[config.mk]
export PLATFORM = sky130hd
export DESIGN_NAME = serial_command_ack_responder
export DESIGN_NICKNAME = d
export VERILOG_FILES = /design/src/hw/rtl/scar_pkg.sv /design/src/hw/rtl/serial_command_ack_responder.sv /design/src/hw/rtl/scar_fifo.sv /design/src/hw/rtl/scar_front.sv /design/src/hw/rtl/scar_back.sv
export SDC_FILE = /design/constraint.sdc
export NUM_CORES = 1
export LEC_CHECK = 0
export BUFFER_PORTS_ARGS = -buffer_cell sky130_fd_sc_hd__buf_4
export CORE_MARGIN = 4
export CORE_UTILIZATION = 45
export CTS_CLUSTER_SIZE = 8
export DETAILED_ROUTE_END_ITERATION = 7
export GPL_TIMING_DRIVEN = 1
export PLACE_DENSITY_LB_ADDON = 0.1
export SYNTH_ARGS = -nofsm -noshare
export SYNTH_HDL_FRONTEND = slang
export SYNTH_SLANG_ARGS = --single-unit
[constraint.sdc]
create_clock -name clock -period 6.32 [get_ports clock]
set_clock_uncertainty 0.05 [all_clocks]
set_input_delay 0.632 -clock clock [delete_from_list [all_inputs] [get_ports clock]]
set_output_delay 0.632 -clock clock [all_outputs]
set_load 0.02 [all_outputs]
[src/hw/rtl/scar_pkg.sv]
`default_nettype none

package scar_pkg;

   // input operation codes
   typedef enum logic [1:0] {
      OP_BYTE    = 2'd0,
      OP_SERVICE = 2'd1,
      OP_TICK    = 2'd2
   } op_type;

   // command recognizer states
   typedef enum logic [3:0] {
      P_IDLE   = 4'd0,
      P_BANG   = 4'd1,
      P_R      = 4'd2,
      P_S      = 4'd3,
      P_T      = 4'd4,
      P_O      = 4'd5,
      P_K      = 4'd6,
      P_DONE_K = 4'd7,
      P_DONE_T = 4'd8
   } parse_state_type;

   // link machine states
   typedef enum logic [2:0] {
      L_IDLE   = 3'd0,
      L_REPORT = 3'd1,
      L_LOAD   = 3'd2,
      L_WAIT   = 3'd3,
      L_END    = 3'd4,
      L_ERROR  = 3'd5
   } link_state_type;

   // reply message kinds
   typedef enum logic [1:0] {
      MSG_REPORT = 2'd0,
      MSG_END    = 2'd1,
      MSG_WRONG  = 2'd2
   } msg_kind_type;

   // transmit sequencer phases
   typedef enum logic [1:0] {
      BK_IDLE  = 2'd0,
      BK_HEAD  = 2'd1,
      BK_DIGIT = 2'd2,
      BK_TAIL  = 2'd3
   } back_phase_type;

   localparam logic [7:0] CH_BANG = 8'h21;
   localparam logic [7:0] CH_R    = 8'h52;
   localparam logic [7:0] CH_S    = 8'h53;
   localparam logic [7:0] CH_T    = 8'h54;
   localparam logic [7:0] CH_O    = 8'h4F;
   localparam logic [7:0] CH_K    = 8'h4B;
   localparam logic [7:0] CH_HASH = 8'h23;
   localparam logic [7:0] CH_CR   = 8'h0D;
   localparam logic [7:0] CH_LF   = 8'h0A;
   localparam logic [7:0] CH_ZERO = 8'h30;

   localparam int CFG_BITS = 16;
   localparam logic [CFG_BITS-1:0] RETRY_RESET = 16'd300;
   localparam int KIND_BITS = 2;
   localparam int QUEUE_DEPTH = 2;

   // x / 10 == (x * 52429) >> 19 for every 16-bit x
   localparam logic [16:0] DIV10_MUL = 17'd52429;
   localparam int DIV10_SHIFT = 19;

   localparam int POS_BITS = 3;
   localparam logic [POS_BITS-1:0] TAIL_LAST = 3'd2;

   // decimal digits needed for the largest value of a given width
   function automatic int max_digits(input int bits);
      longint v;
      int n;
      v = (longint'(1) << bits) - 1;
      n = 0;
      for (int i = 0; i < 20; i++) begin
         if (v != 0) begin
            v = v / 10;
            n = n + 1;
         end
      end
      return n;
   endfunction

   // position of the last fixed leading byte of a message
   function automatic logic [POS_BITS-1:0] head_last(input msg_kind_type kind);
      logic [POS_BITS-1:0] r;
      case (kind)
         MSG_REPORT: r = 3'd4;
         MSG_END:    r = 3'd4;
         MSG_WRONG:  r = 3'd6;
         default:    r = 3'd0;
      endcase
      return r;
   endfunction

   // fixed leading text: "!ADC=", "END\r\n", "WRONG\r\n"
   function automatic logic [7:0] head_byte(input msg_kind_type kind,
                                            input logic [POS_BITS-1:0] pos);
      logic [7:0] r;
      r = CH_LF;
      case (kind)
         MSG_REPORT: begin
            case (pos)
               3'd0: r = CH_BANG;
               3'd1: r = 8'h41;
               3'd2: r = 8'h44;
               3'd3: r = 8'h43;
               default: r = 8'h3D;
            endcase
         end
         MSG_END: begin
            case (pos)
               3'd0: r = 8'h45;
               3'd1: r = 8'h4E;
               3'd2: r = 8'h44;
               3'd3: r = CH_CR;
               default: r = CH_LF;
            endcase
         end
         MSG_WRONG: begin
            case (pos)
               3'd0: r = 8'h57;
               3'd1: r = CH_R;
               3'd2: r = CH_O;
               3'd3: r = 8'h4E;
               3'd4: r = 8'h47;
               3'd5: r = CH_CR;
               default: r = CH_LF;
            endcase
         end
         default: r = CH_LF;
      endcase
      return r;
   endfunction

   // closing text of a report: "#\r\n"
   function automatic logic [7:0] tail_byte(input logic [POS_BITS-1:0] pos);
      logic [7:0] r;
      case (pos)
         3'd0:    r = CH_HASH;
         3'd1:    r = CH_CR;
         default: r = CH_LF;
      endcase
      return r;
   endfunction

endpackage

`default_nettype wire

[src/hw/rtl/serial_command_ack_responder.sv]
// a reply's first byte passes the reply queue, phase register and output register
// throughput: one input item per cycle while the reply queue has room; replies leave
// at one byte per cycle unless stalled; 5-7 bytes for fixed text, 9-12 for a 12-bit report
// reports convert the sample at one digit per cycle, overlapped with the "!ADC=" text
// reset: synchronous, active high; clears control state only; retry_ticks returns to 300
`default_nettype none

module serial_command_ack_responder #(
   parameter int SAMPLE_BITS = 12,
   parameter int TIMER_BITS  = 16
) (
   input  wire logic                          clock,
   input  wire logic                          reset,
   input  wire logic                          req_valid,
   output logic                               req_stall,
   input  wire logic [1:0]                    req_operation,
   input  wire logic [7:0]                    req_rx_byte,
   input  wire logic [SAMPLE_BITS-1:0]        req_adc_sample,
   output logic                               rsp_valid,
   input  wire logic                          rsp_stall,
   output logic [7:0]                         rsp_tx_byte,
   output logic                               rsp_last,
   input  wire logic                          csr_valid,
   output logic                               csr_ready,
   input  wire logic [scar_pkg::CFG_BITS-1:0] csr_data
);
   import scar_pkg::*;

   localparam int ENTRY_BITS = KIND_BITS + SAMPLE_BITS;

   logic                    push;
   msg_kind_type            push_kind;
   logic [SAMPLE_BITS-1:0]  push_sample;
   logic                    full;
   logic                    pop;
   logic                    fifo_valid;
   logic [ENTRY_BITS-1:0]   push_data;
   logic [ENTRY_BITS-1:0]   pop_data;
   msg_kind_type            pop_kind;
   logic [SAMPLE_BITS-1:0]  pop_sample;

   assign push_data  = {push_kind, push_sample};
   assign pop_kind   = msg_kind_type'(pop_data[ENTRY_BITS-1:SAMPLE_BITS]);
   assign pop_sample = pop_data[SAMPLE_BITS-1:0];

   // command recognizer, link machine and timer
   scar_front #(
      .SAMPLE_BITS (SAMPLE_BITS),
      .TIMER_BITS  (TIMER_BITS)
   ) u_front (
      .clock          (clock),
      .reset          (reset),
      .req_valid      (req_valid),
      .req_stall      (req_stall),
      .req_operation  (req_operation),
      .req_rx_byte    (req_rx_byte),
      .req_adc_sample (req_adc_sample),
      .csr_valid      (csr_valid),
      .csr_ready      (csr_ready),
      .csr_data       (csr_data),
      .push           (push),
      .push_kind      (push_kind),
      .push_sample    (push_sample),
      .full           (full)
   );

   // reply queue
   scar_fifo #(
      .DATA_BITS (ENTRY_BITS)
   ) u_fifo (
      .clock     (clock),
      .reset     (reset),
      .push      (push),
      .push_data (push_data),
      .full      (full),
      .pop       (pop),
      .pop_data  (pop_data),
      .valid     (fifo_valid)
   );

   // reply transmitter
   scar_back #(
      .SAMPLE_BITS (SAMPLE_BITS)
   ) u_back (
      .clock       (clock),
      .reset       (reset),
      .fifo_valid  (fifo_valid),
      .fifo_kind   (pop_kind),
      .fifo_sample (pop_sample),
      .pop         (pop),
      .rsp_valid   (rsp_valid),
      .rsp_stall   (rsp_stall),
      .rsp_tx_byte (rsp_tx_byte),
      .rsp_last    (rsp_last)
   );

endmodule

`default_nettype wire

[src/hw/rtl/scar_fifo.sv]
`default_nettype none

module scar_fifo #(
   parameter int DATA_BITS = 14
) (
   input  wire logic                 clock,
   input  wire logic                 reset,
   input  wire logic                 push,
   input  wire logic [DATA_BITS-1:0] push_data,
   output logic                      full,
   input  wire logic                 pop,
   output logic [DATA_BITS-1:0]      pop_data,
   output logic                      valid
);
   import scar_pkg::*;

   localparam int PTR_BITS = (QUEUE_DEPTH > 1) ? $clog2(QUEUE_DEPTH) : 1;
   localparam int CNT_BITS = $clog2(QUEUE_DEPTH + 1);

   logic [DATA_BITS-1:0] entry_ff [QUEUE_DEPTH];
   logic [PTR_BITS-1:0]  wr_ptr_ff, wr_ptr_in;
   logic [PTR_BITS-1:0]  rd_ptr_ff, rd_ptr_in;
   logic [CNT_BITS-1:0]  count_ff, count_in;
   logic                 do_push, do_pop;

   assign full     = (count_ff == CNT_BITS'(QUEUE_DEPTH));
   assign valid    = (count_ff != '0);
   assign pop_data = entry_ff[rd_ptr_ff];
   assign do_push  = push && !full;
   assign do_pop   = pop && valid;

   // pointer and fill count update
   always_comb begin
      wr_ptr_in = wr_ptr_ff;
      rd_ptr_in = rd_ptr_ff;
      count_in  = count_ff;
      if (do_push) begin
         wr_ptr_in = (wr_ptr_ff == PTR_BITS'(QUEUE_DEPTH - 1)) ? '0 : wr_ptr_ff + PTR_BITS'(1);
      end
      if (do_pop) begin
         rd_ptr_in = (rd_ptr_ff == PTR_BITS'(QUEUE_DEPTH - 1)) ? '0 : rd_ptr_ff + PTR_BITS'(1);
      end
      if (do_push && !do_pop) begin
         count_in = count_ff + CNT_BITS'(1);
      end else if (do_pop && !do_push) begin
         count_in = count_ff - CNT_BITS'(1);
      end
   end

   always_ff @(posedge clock) begin
      if (reset) begin
         wr_ptr_ff <= '0;
         rd_ptr_ff <= '0;
         count_ff  <= '0;
      end else begin
         wr_ptr_ff <= wr_ptr_in;
         rd_ptr_ff <= rd_ptr_in;
         count_ff  <= count_in;
      end
   end

   // entry storage
   always_ff @(posedge clock) begin
      if (do_push) begin
         entry_ff[wr_ptr_ff] <= push_data;
      end
   end

endmodule

`default_nettype wire

[src/hw/rtl/scar_front.sv]
`default_nettype none

module scar_front #(
   parameter int SAMPLE_BITS = 12,
   parameter int TIMER_BITS  = 16
) (
   input  wire logic                          clock,
   input  wire logic                          reset,
   input  wire logic                          req_valid,
   output logic                               req_stall,
   input  wire logic [1:0]                    req_operation,
   input  wire logic [7:0]                    req_rx_byte,
   input  wire logic [SAMPLE_BITS-1:0]        req_adc_sample,
   input  wire logic                          csr_valid,
   output logic                               csr_ready,
   input  wire logic [scar_pkg::CFG_BITS-1:0] csr_data,
   output logic                               push,
   output scar_pkg::msg_kind_type             push_kind,
   output logic [SAMPLE_BITS-1:0]             push_sample,
   input  wire logic                          full
);
   import scar_pkg::*;

   parse_state_type         parse_ff, parse_in;
   link_state_type          link_ff, link_in;
   logic                    ok_seen_ff, ok_seen_in;
   logic                    reset_seen_ff, reset_seen_in;
   logic [SAMPLE_BITS-1:0]  held_ff, held_in;
   logic [TIMER_BITS-1:0]   retry_count_ff, retry_count_in;
   logic                    expired_ff, expired_in;
   logic [CFG_BITS-1:0]     retry_ticks_ff, retry_ticks_in;

   logic                    accept;
   logic                    eol;
   logic [7:0]              want;
   parse_state_type         want_next;

   assign req_stall = full;
   assign csr_ready = 1'b1;
   assign accept    = req_valid && !full;
   assign eol       = (req_rx_byte == CH_CR) || (req_rx_byte == CH_LF);

   // expected byte and successor for the letter states
   always_comb begin
      want      = CH_HASH;
      want_next = P_IDLE;
      case (parse_ff)
         P_R:     begin want = CH_S;    want_next = P_S;      end
         P_S:     begin want = CH_T;    want_next = P_T;      end
         P_T:     begin want = CH_HASH; want_next = P_DONE_T; end
         P_O:     begin want = CH_K;    want_next = P_K;      end
         P_K:     begin want = CH_HASH; want_next = P_DONE_K; end
         default: begin want = CH_HASH; want_next = P_IDLE;   end
      endcase
   end

   // recognizer, link machine and retry timer
   always_comb begin
      parse_in       = parse_ff;
      link_in        = link_ff;
      ok_seen_in     = ok_seen_ff;
      reset_seen_in  = reset_seen_ff;
      held_in        = held_ff;
      retry_count_in = retry_count_ff;
      expired_in     = expired_ff;
      retry_ticks_in = csr_valid ? csr_data : retry_ticks_ff;
      push           = 1'b0;
      push_kind      = MSG_REPORT;
      push_sample    = held_ff;

      if (accept) begin
         case (op_type'(req_operation))
            OP_BYTE: begin
               case (parse_ff)
                  P_IDLE: begin
                     if (req_rx_byte == CH_BANG) begin
                        parse_in = P_BANG;
                     end else if (eol) begin
                        link_in = L_ERROR;
                     end
                  end
                  P_BANG: begin
                     if (req_rx_byte == CH_R) begin
                        parse_in = P_R;
                     end else if (req_rx_byte == CH_O) begin
                        parse_in = P_O;
                     end else if (eol) begin
                        parse_in = P_IDLE;
                        link_in  = L_ERROR;
                     end
                  end
                  P_DONE_K: begin
                     if (eol) begin
                        ok_seen_in = 1'b1;
                        link_in    = L_WAIT;
                        parse_in   = P_IDLE;
                     end
                  end
                  P_DONE_T: begin
                     if (eol) begin
                        link_in  = L_REPORT;
                        parse_in = P_IDLE;
                     end
                  end
                  P_R, P_S, P_T, P_O, P_K: begin
                     if (req_rx_byte == want) begin
                        parse_in = want_next;
                        if (want_next == P_DONE_T) begin
                           reset_seen_in = 1'b1;
                        end
                     end else if (eol) begin
                        parse_in = P_IDLE;
                        link_in  = L_ERROR;
                     end else if (req_rx_byte == CH_BANG) begin
                        parse_in = P_BANG;
                     end else begin
                        parse_in = P_IDLE;
                     end
                  end
                  default: parse_in = P_IDLE;
               endcase
            end
            OP_SERVICE: begin
               case (link_ff)
                  L_REPORT: begin
                     held_in     = req_adc_sample;
                     push        = 1'b1;
                     push_kind   = MSG_REPORT;
                     push_sample = req_adc_sample;
                     link_in     = L_LOAD;
                  end
                  L_LOAD: begin
                     retry_count_in = TIMER_BITS'(retry_ticks_ff);
                     expired_in     = 1'b0;
                     link_in        = L_WAIT;
                  end
                  L_WAIT: begin
                     if (expired_ff) begin
                        retry_count_in = TIMER_BITS'(retry_ticks_ff);
                        expired_in     = 1'b0;
                        push           = 1'b1;
                        push_kind      = MSG_REPORT;
                        push_sample    = held_ff;
                     end
                     if (ok_seen_ff) begin
                        link_in       = reset_seen_ff ? L_END : L_IDLE;
                        ok_seen_in    = 1'b0;
                        reset_seen_in = 1'b0;
                     end
                  end
                  L_END: begin
                     link_in   = L_IDLE;
                     push      = 1'b1;
                     push_kind = MSG_END;
                  end
                  L_ERROR: begin
                     link_in   = L_IDLE;
                     push      = 1'b1;
                     push_kind = MSG_WRONG;
                  end
                  default: ;
               endcase
            end
            OP_TICK: begin
               if (retry_count_ff != '0) begin
                  retry_count_in = retry_count_ff - TIMER_BITS'(1);
                  if (retry_count_ff == TIMER_BITS'(1)) begin
                     expired_in = 1'b1;
                  end
               end
            end
            default: ;
         endcase
      end
   end

   always_ff @(posedge clock) begin
      if (reset) begin
         parse_ff       <= P_IDLE;
         link_ff        <= L_IDLE;
         ok_seen_ff     <= 1'b0;
         reset_seen_ff  <= 1'b0;
         held_ff        <= '0;
         retry_count_ff <= '0;
         expired_ff     <= 1'b0;
         retry_ticks_ff <= RETRY_RESET;
      end else begin
         parse_ff       <= parse_in;
         link_ff        <= link_in;
         ok_seen_ff     <= ok_seen_in;
         reset_seen_ff  <= reset_seen_in;
         held_ff        <= held_in;
         retry_count_ff <= retry_count_in;
         expired_ff     <= expired_in;
         retry_ticks_ff <= retry_ticks_in;
      end
   end

endmodule

`default_nettype wire

[src/hw/rtl/scar_back.sv]
`default_nettype none

module scar_back #(
   parameter int SAMPLE_BITS = 12
) (
   input  wire logic                   clock,
   input  wire logic                   reset,
   input  wire logic                   fifo_valid,
   input  wire scar_pkg::msg_kind_type fifo_kind,
   input  wire logic [SAMPLE_BITS-1:0] fifo_sample,
   output logic                        pop,
   output logic                        rsp_valid,
   input  wire logic                   rsp_stall,
   output logic [7:0]                  rsp_tx_byte,
   output logic                        rsp_last
);
   import scar_pkg::*;

   localparam int DIGITS   = max_digits(SAMPLE_BITS);
   localparam int CNT_BITS = $clog2(DIGITS + 1);
   localparam int IDX_BITS = $clog2(DIGITS);

   back_phase_type          phase_ff, phase_in;
   msg_kind_type            kind_ff, kind_in;
   logic [POS_BITS-1:0]     pos_ff, pos_in;
   logic [SAMPLE_BITS-1:0]  conv_ff, conv_in;
   logic                    busy_ff, busy_in;
   logic [CNT_BITS-1:0]     dcnt_ff, dcnt_in;
   logic [3:0]              digit_ff [DIGITS];
   logic                    rsp_valid_ff, rsp_valid_in;
   logic [7:0]              rsp_byte_ff, rsp_byte_in;
   logic                    rsp_last_ff, rsp_last_in;

   logic                    out_free;
   logic                    emit;
   logic [7:0]              cur_byte;
   logic                    cur_last;
   logic [CNT_BITS-1:0]     dprev;
   logic [IDX_BITS-1:0]     rd_idx;
   logic [IDX_BITS-1:0]     wr_idx;
   logic [15:0]             v16;
   logic [32:0]             prod;
   logic [15:0]             q16;
   logic [15:0]             rem16;

   assign rsp_valid   = rsp_valid_ff;
   assign rsp_tx_byte = rsp_byte_ff;
   assign rsp_last    = rsp_last_ff;

   // one decimal digit per cycle by reciprocal multiply
   assign v16   = 16'(conv_ff);
   assign prod  = 33'(v16) * 33'(DIV10_MUL);
   assign q16   = 16'(prod >> DIV10_SHIFT);
   assign rem16 = v16 - ((q16 << 3) + (q16 << 1));

   assign dprev  = dcnt_ff - CNT_BITS'(1);
   assign rd_idx = dprev[IDX_BITS-1:0];
   assign wr_idx = dcnt_ff[IDX_BITS-1:0];

   assign out_free = !rsp_valid_ff || !rsp_stall;
   assign emit     = out_free && (phase_ff != BK_IDLE) && !((phase_ff == BK_DIGIT) && busy_ff);

   // byte of the current position
   always_comb begin
      cur_byte = CH_LF;
      cur_last = 1'b0;
      case (phase_ff)
         BK_HEAD: begin
            cur_byte = head_byte(kind_ff, pos_ff);
            cur_last = (pos_ff == head_last(kind_ff)) && (kind_ff != MSG_REPORT);
         end
         BK_DIGIT: begin
            cur_byte = CH_ZERO + {4'b0, digit_ff[rd_idx]};
         end
         BK_TAIL: begin
            cur_byte = tail_byte(pos_ff);
            cur_last = (pos_ff == TAIL_LAST);
         end
         default: ;
      endcase
   end

   // message sequencer and output register
   always_comb begin
      phase_in     = phase_ff;
      kind_in      = kind_ff;
      pos_in       = pos_ff;
      conv_in      = conv_ff;
      busy_in      = busy_ff;
      dcnt_in      = dcnt_ff;
      rsp_valid_in = rsp_valid_ff;
      rsp_byte_in  = rsp_byte_ff;
      rsp_last_in  = rsp_last_ff;

      if (out_free) begin
         rsp_valid_in = emit;
         rsp_byte_in  = cur_byte;
         rsp_last_in  = cur_last;
      end

      // digit extraction runs while the leading text goes out
      if (busy_ff) begin
         conv_in = SAMPLE_BITS'(q16);
         dcnt_in = dcnt_ff + CNT_BITS'(1);
         busy_in = (q16 != '0);
      end

      if (emit) begin
         case (phase_ff)
            BK_HEAD: begin
               if (pos_ff == head_last(kind_ff)) begin
                  pos_in   = '0;
                  phase_in = (kind_ff == MSG_REPORT) ? BK_DIGIT : BK_IDLE;
               end else begin
                  pos_in = pos_ff + POS_BITS'(1);
               end
            end
            BK_DIGIT: begin
               dcnt_in = dprev;
               if (dcnt_ff == CNT_BITS'(1)) begin
                  phase_in = BK_TAIL;
                  pos_in   = '0;
               end
            end
            BK_TAIL: begin
               if (pos_ff == TAIL_LAST) begin
                  phase_in = BK_IDLE;
               end else begin
                  pos_in = pos_ff + POS_BITS'(1);
               end
            end
            default: ;
         endcase
      end

      pop = fifo_valid && ((phase_ff == BK_IDLE) || (emit && cur_last));
      if (pop) begin
         phase_in = BK_HEAD;
         kind_in  = fifo_kind;
         pos_in   = '0;
         conv_in  = fifo_sample;
         busy_in  = (fifo_kind == MSG_REPORT);
         dcnt_in  = '0;
      end
   end

   always_ff @(posedge clock) begin
      if (reset) begin
         phase_ff     <= BK_IDLE;
         busy_ff      <= 1'b0;
         rsp_valid_ff <= 1'b0;
      end else begin
         phase_ff     <= phase_in;
         busy_ff      <= busy_in;
         rsp_valid_ff <= rsp_valid_in;
      end
   end

   always_ff @(posedge clock) begin
      kind_ff     <= kind_in;
      pos_ff      <= pos_in;
      conv_ff     <= conv_in;
      dcnt_ff     <= dcnt_in;
      rsp_byte_ff <= rsp_byte_in;
      rsp_last_ff <= rsp_last_in;
   end

   // digit store, least significant first
   always_ff @(posedge clock) begin
      if (busy_ff) begin
         digit_ff[wr_idx] <= rem16[3:0];
      end
   end

endmodule

`default_nettype wire

==> results of run 1 <==
state kept, by name (all words and copies together), names as in the netlist, named ones only:
signal	cells
u_back.busy_ff	1
u_back.conv_ff	12
u_back.dcnt_ff	3
u_back.digit_ff	16
u_back.kind_ff	2
u_back.phase_ff	2
u_back.pos_ff	3
u_back.rsp_last	1
u_back.rsp_tx_byte	7
u_back.rsp_valid	1
u_fifo.count_ff	2
u_fifo.entry_ff	28
u_fifo.rd_ptr_ff	1
u_fifo.wr_ptr_ff	1
u_front.expired_ff	1
u_front.held_ff	12
u_front.link_ff	3
u_front.ok_seen_ff	1
u_front.parse_ff	4
u_front.reset_seen_ff	1
u_front.retry_count_ff	16
u_front.retry_ticks_ff	16
cell usage in the layout (no fill, tap or decap), drive strengths merged, types with 9 or more instances in the layout:
cell type    n
a211oi      23
fa          42
and2        19
nor2        88
nor2b       12
nor3        17
ha          95
mux2        15
buf         57
dfxtp       69
o21ai       44
mux2i       28
xnor2       12
a31oi       11
edfxtp      66
a21oi       59
clkbuf      17
a22oi        9
xor2         9
nand2b      10
inv        119
nand2       61
nand3       20
how the worst max path moves through the flow:
| stage | to | cells past startpoint |
|---|---|---|
| 2_1_floorplan | u_back.digit_ff[0][3] | 22 |
| 3_3_place_gp | u_back.digit_ff[0][3] | 21 |
| 3_5_place_dp | u_back.digit_ff[2][3] | 22 |
| 4_1_cts | u_back.digit_ff[2][3] | 22 |
| 5_1_grt | u_back.digit_ff[1][3] | 22 |
| 6_report | u_back.digit_ff[2][3] | 22 |
routing by layer:
layer  routed length, um  up-vias  track usage
li1                    -     3585            -
met1               10240     3346       0.2560
met2                9360      127       0.2862
met3                 761       25      0.03152
met4                 286        0      0.04458
met5                   0        -            0
logic make-up (layout without fill, tap and decap cells):
kind of cell / after synthesis / after routing / synth area share
adders and majority gates: 137 / 137 / 0.2122
xor gates and xnor gates: 21 / 21 / 0.01924
muxes: 47 / 47 / 0.05640
and+or+nand+nor: 283 / 283 / 0.1481
AOI/OAI and AO/OA: 212 / 212 / 0.1488
buffers and inverters: 157 / 200 / 0.06268
DFF: 135 / 135 / 0.3517
other: 2 / 2 / 0.0007854
worst register-to-register path, cell delays in order, from the launching register on:
cell,delay (ps)
edfxtp_1,420
inv_1,70
ha_1,280
inv_1,60
fa_1,620
inv_1,80
fa_1,530
inv_1,50
fa_1,490
inv_1,50
fa_1,490
inv_1,40
ha_1,290
nand3_1,120
nor4_1,300
nand2_1,120
and3_1,160
a211oi_1,260
xor2_1,310
ha_1,310
a21oi_1,170
xnor2_1,100
xnor2_1,270
final cells by class:
| cell class | count | share of cell area |
|---|---|---|
| multi-input combinational | 702 | 0.5220 |
| sequential | 135 | 0.3127 |
| timing repair buffer | 57 | 0.03979 |
| clock buffer | 17 | 0.03955 |
| inverter | 111 | 0.03874 |
| tap | 275 | 0.03199 |
| clock inverter | 15 | 0.01524 |
metrics by stage:
step | area (um2) | utilization | std cells
3_3_place_gp | 10170 | 0.4851 | 1280
4_1_cts | 10760 | 0.5133 | 1312
6_report | 10760 | 0.5133 | 1312
5_1_grt | 10760 | 0.5133 | 1312
3_5_place_dp | 10170 | 0.4851 | 1280
2_1_floorplan | 9562 | - | 994
==> impl_metrics.csv, run 1 <==
group,metric,value,unit
run_status,status,"completed",
floorplanning,die_w,153.8,um
detailed_routing,ant_nets,0,
detailed_routing,drc,0,
setup_path,rr_endpoint,"u_back.digit_ff[2][3]",
setup_path,reg2reg_depth,22,
hold_path,hold_start,"csr_data[2]",
synthesis,async_flop_share,0,
setup_path,cp_slowest_stage_delay,620,ps
timing,hold_slack,375.3,ps
setup_path,critPathLaunch,"u_back.conv_ff[10]",
clock_network,clock_path_buffers,2,
detailed_routing,detail_route.iter0.violations,338,
layout,drive_gt1_frac,0.1138,
clock_network,cts_tree,"yes",
timing,setup_viol,0,
detailed_routing,wire_per_inst,15.73,um
setup_path,r2r_setup_slack,460,ps
setup_path,worstPathArrival,6020,ps
detailed_routing,vias,7083,
placement,place_ws,441.6,ps
floorplanning,ios,55,
setup_path,r2r-start,"u_back.conv_ff[10]",
synthesis,synthTopCellsByArea,"edfxtp_1 (21%), dfxtp_1 (14%), ha_1 (12%)",
timing,relSlewSlack,0.4542,
setup_path,crit_type,"reg -> reg",
timing,finalCriticalPeriod,5859,ps
synthesis,synth_edf_count,66,
synthesis,syn_inst,994,
synthesis,ys_seq_area_frac,0.3517,
synthesis,synth_top_cell_by_area,"edfxtp_1",
layout,n_fill_cell,2030,
setup_path,critPathLaunchType,"register",
setup_path,cp.required,6490,ps
layout,register_area,3363,um2
synthesis,synth-seq-cells,135,
synthesis,netlist_area,9562,um2
clock_network,clk_latency,420,ps
placement,place_hpwl,15740,um
floorplanning,dieArea,23640,um2
setup_path,crit_top_cell,"inv_1",
layout,multi_input_area,5614,um2
hold_path,hold_depth,3,
hold_path,holdPathEnd,"u_front.retry_ticks_ff[2]",
setup_path,endpoint_kind,"register",
clock_network,clock_sinks,135,
synthesis,synth.lib_cells_used.distinct,78,
synthesis,ys_warn_count,0,
timing,fin_setup_tns,0,ps
clock_network,post_cts_buffers,0,
global_routing,grt_antenna_before_repair,0,
setup_path,cpMaxStageDelayCell,"fa_1",
timing,slew_violations,0,
hold_path,hold_class,"in -> reg",
clock_network,root_buffer,"clkbuf_16",
placement,routabilityCongestion,0.8567,
detailed_routing,routed_wl,20640,um
global_routing,grt_pass1_vias,6947,
timing,worstMarginPinSlew,817.6,ps
synthesis,synth_top_area_frac,0.2073,
synthesis,syn_nets,1174,
timing,final_hold_viol_count,0,
timing,rsz0062_at_grt,"false",
global_routing,grtUsageTotal,0.1797,
layout,area_delta_synth_final,12.48,%
clock_network,htree_num_levels,4,
setup_path,worst-path-max-fanout,4,
floorplanning,die_y,153.8,um
global_routing,grt_max_degree,44,
layout,n_antenna_cell,0,
clock_network,hold_buffers,0,
floorplanning,row_count,53,
synthesis,ys_top_cells_by_count,"inv_1 (110), ha_1 (95), nor2_1 (88), dfxtp_1 (69), edfxtp_1 (66)",
setup_path,cpLargestDelayFamily,"adder cells",
layout,fin_nets,1204,
run,cap_violations,0,
floorplanning,start_util,0.4563,
timing,worst_slack,461.3,ps
setup_path,cp_num_buf_inv,6,
detailed_routing,vias_per_cell,5.399,
global_routing,grt_pass1_wl,35130,um
timing,max_freq,170.7,MHz
synthesis,synthFlopType,"dfxtp_1",
placement,numPortBuffers,52,
clock_network,cts_resized,0,
clock_network,path_clk_slew,60,ps
global_routing,grt_overflow,0,
clock_network,cts_buffers,17,
setup_path,crit_chain,"inv_1, ha_1, inv_1, fa_1, inv_1, fa_1, inv_1, fa_1, inv_1, fa_1, inv_1, ha_1, nand3_1, nor4_1, nand2_1, and3_1, a211oi_1, xor2_1, ha_1, a21oi_1, xnor2_1, xnor2_1",
synthesis,yosysMostFrequentCell,"inv_1",
floorplanning,core,20960,um2
detailed_routing,first_pass_iters,7,
timing,fin_crit_sh,0.9270,
synthesis,syn_avg_cell_area,9.619,um2
Power of run 1 is not shown: default switching activity piles up to over one toggle a cycle in this logic, so the estimate is an artifact.
==> run 2: changes to the inputs <==
--- a/config.mk
+++ b/config.mk
@@ -14,4 +14,5 @@
 export PLACE_DENSITY_LB_ADDON = 0.1
 export SYNTH_ARGS = -nofsm -noshare
 export SYNTH_HDL_FRONTEND = slang
+export SYNTH_HIERARCHICAL = 1
 export SYNTH_SLANG_ARGS = --single-unit
==> impl_metrics.csv, run 2 <==
group,metric,value,unit
run_status,status,"completed",
synthesis,synth_edf_count,66,
timing,setup_viol,0,
global_routing,grt_pass1_wl,35670,um
timing,finalCriticalPeriod,5660,ps
timing,fin_setup_tns,0,ps
timing,slew_violations,0,
clock_network,clock_sinks,135,
synthesis,yosysMostFrequentCell,"inv_1",
timing,fin_crit_sh,0.8955,
detailed_routing,vias_per_cell,5.415,
detailed_routing,first_pass_iters,5,
layout,fin_nets,1252,
synthesis,ys_warn_count,6,
synthesis,synthTopCellsByArea,"edfxtp_1 (20%), dfxtp_1 (14%), ha_1 (12%)",
synthesis,async_flop_share,0,
pwr,power_density,241.6,nW/um2
global_routing,grt_overflow,0,
detailed_routing,routed_wl,21680,um
timing,worstMarginPinSlew,691.0,ps
pwr,ir_worst_vdd,207.3,uV
hold_path,hold_depth,3,
clock_network,post_cts_buffers,0,
setup_path,cp.required,6480,ps
clock_network,cts_resized,0,
setup_path,worstPathArrival,5820,ps
layout,final_common_cell,"inv_1",
hold_path,holdPathEnd,"u_front/retry_ticks_ff[8]",
detailed_routing,drc,0,
floorplanning,die_w,157.4,um
detailed_routing,detail_route.iter0.violations,356,
detailed_routing,wire_per_inst,15.89,um
synthesis,synth-seq-cells,135,
clock_network,root_buffer,"clkbuf_16",
setup_path,critPathLaunchType,"register",
global_routing,met3_usage,0.03684,
clock_network,cts_tree,"yes",
timing,max_freq,176.7,MHz
detailed_routing,ant_nets,0,
layout,area_delta_synth_final,10.72,%
synthesis,syn_avg_cell_area,9.653,um2
clock_network,path_clk_slew,60,ps
floorplanning,core,21890,um2
timing,final_hold_viol_count,0,
setup_path,worst-path-max-fanout,6,
timing,rsz0062_at_grt,"false",
layout,largest_reg_flops,28,
clock_network,clk_latency,420,ps
pwr,p_leak,4.761,nW
layout,n_antenna_cell,0,
global_routing,met1_usage,0.2523,
setup_path,endpoint_kind,"register",
placement,routabilityCongestion,0.8687,
pwr,total_power,0.002688,W
global_routing,grtUsageTotal,0.1787,
clock_network,clock_path_buffers,2,
clock_network,hold_buffers,0,
synthesis,synthFlopType,"dfxtp_1",
setup_path,r2r_setup_slack,660,ps
setup_path,cp_slowest_stage_delay,530,ps
setup_path,cpMaxStageDelayCell,"fa_1",
layout,final_cell_mix,"inv_1 (123), ha_1 (96), nor2_1 (77)",
clock_network,htree_num_levels,4,
floorplanning,ios,55,
global_routing,grt_pass1_vias,7019,
setup_path,rr_endpoint,"u_back/digit_ff[3][3]",
synthesis,syn_nets,1222,
synthesis,synth_top_cell_by_area,"edfxtp_1",
setup_path,reg2reg_depth,19,
synthesis,synth.lib_cells_used.distinct,94,
setup_path,crit_chain,"ha_1, inv_1, fa_1, fa_1, inv_1, fa_1, inv_1, fa_1, inv_1, ha_1, nand4_1, o21bai_1, o21bai_1, a31o_1, a311oi_2, ha_1, xor2_1, xnor2_1, xnor2_1",
floorplanning,dieArea,24780,um2
synthesis,synth_top_area_frac,0.1972,
placement,numPortBuffers,52,
global_routing,grt_max_degree,47,
run,cap_violations,0,
hold_path,hold_start,"csr_data[8]",
detailed_routing,vias,7386,
synthesis,ys_seq_area_frac,0.3347,
setup_path,r2r-start,"u_back/conv_ff[6]",
floorplanning,start_util,0.4590,
hold_path,hold_class,"in -> reg",
setup_path,crit_type,"reg -> reg",
placement,place_hpwl,16870,um
floorplanning,die_y,157.4,um
synthesis,ys_top_cells_by_count,"inv_1 (123), ha_1 (96), nor2_1 (77), dfxtp_1 (69), edfxtp_1 (66)",
layout,regMostFlops,"u_fifo/entry_ff",
synthesis,netlist_area,10050,um2
global_routing,grt_util_met2,0.2880,
layout,utilization,0.5082,
clock_network,cts_buffers,17,
global_routing,grt_antenna_before_repair,0,
layout,drive_gt1_frac,0.1402,
synthesis,syn_inst,1041,
floorplanning,row_count,54,
timing,relSlewSlack,0.5393,
global_routing,busiest_layer,"met2",
## run 2: cell types whose count changed after synthesis, sizes merged, moves of 7 or more
cell	delta
mux2i	-8
buf	+19
a21boi	+9
clkbuf	-22
and2	+8
inv	+12
a211oi	-14
nor2	-11
mux2	+19
a22oi	-7
o21ai	+13
## run 2: worst max path at each step
stage	start	to	slack, ps	cells past startpoint
after floorplan	u_back/conv_ff[6]	u_back/digit_ff[0][3]	1230	19
after global placement	u_back/conv_ff[6]	u_back/digit_ff[0][3]	800	19
after detailed placement	u_back/conv_ff[6]	u_back/digit_ff[0][3]	710	19
after CTS	u_back/conv_ff[6]	u_back/digit_ff[3][3]	670	19
after global routing	u_back/conv_ff[10]	u_back/digit_ff[3][3]	400	19
final	u_back/conv_ff[6]	u_back/digit_ff[3][3]	660	19
## run 2: critical path: cells and delay by family, from the launching register on
| kind | cells | cell delay [ps] |
|---|---|---|
| adder cells (fa/ha/maj) | 7 | 3030 |
| AO/OA/AOI/OAI | 4 | 1000 |
| XOR/XNOR | 3 | 570 |
| flip-flops | 1 | 490 |
| buffers and inverters | 4 | 200 |
| AND/OR/NAND/NOR | 1 | 130 |
## run 2: cell type report
type	count	area, um2
sequential	135	3363
multi-input combinational	739	5971
clock inverter	15	141.4
timing repair buffer	55	412.9
tap	280	350.3
clock buffer	17	425.4
inverter	123	461.7
fill	2079	10770
## run 2: kinds of logic (layout without fill, tap and decap cells)
group           Yosys count  after routing  share of synthesized area
compound gates          220            220                     0.1429
xor+xnor                 19             19                    0.01656
fa+ha+maj               138            138                     0.2032
buf+inv                 167            210                    0.07110
flops                   135            135                     0.3347
mux                      58             58                    0.06699
other cells               2              2                  0.0007474
simple gates            302            302                     0.1637
## run 2: stage by stage
step	hold slack (ps)	instance area, um2	cells	worst slack [ps]
6_report	377.9	11130	1364	660.5
5_1_grt	375.7	11130	1364	401.1
4_1_cts	359.6	11130	1364	666.2
3_5_place_dp	417.2	10560	1332	710.8
3_3_place_gp	407.8	10560	1332	800.5
2_1_floorplan	383.2	10050	1041	1230
## run 2: routing by layer
layer | share of wire | wire length, um
met5 | 0 | 0
met4 | 0.0078 | 169
met3 | 0.040 | 857
met2 | 0.48 | 10420
met1 | 0.47 | 10230
## run 2: power by group
part / internal, W / leakage [nW] / switching [W] / total, W
registers: 0.000971 / 1.22 / 0.0000466 / 0.00102
logic: 0.000308 / 3.26 / 0.000421 / 0.000729
clock network: 0.000549 / 0.281 / 0.000393 / 0.000942
total: 0.00183 / 4.76 / 0.000860 / 0.00269
Power figures use the tool's default switching activity.
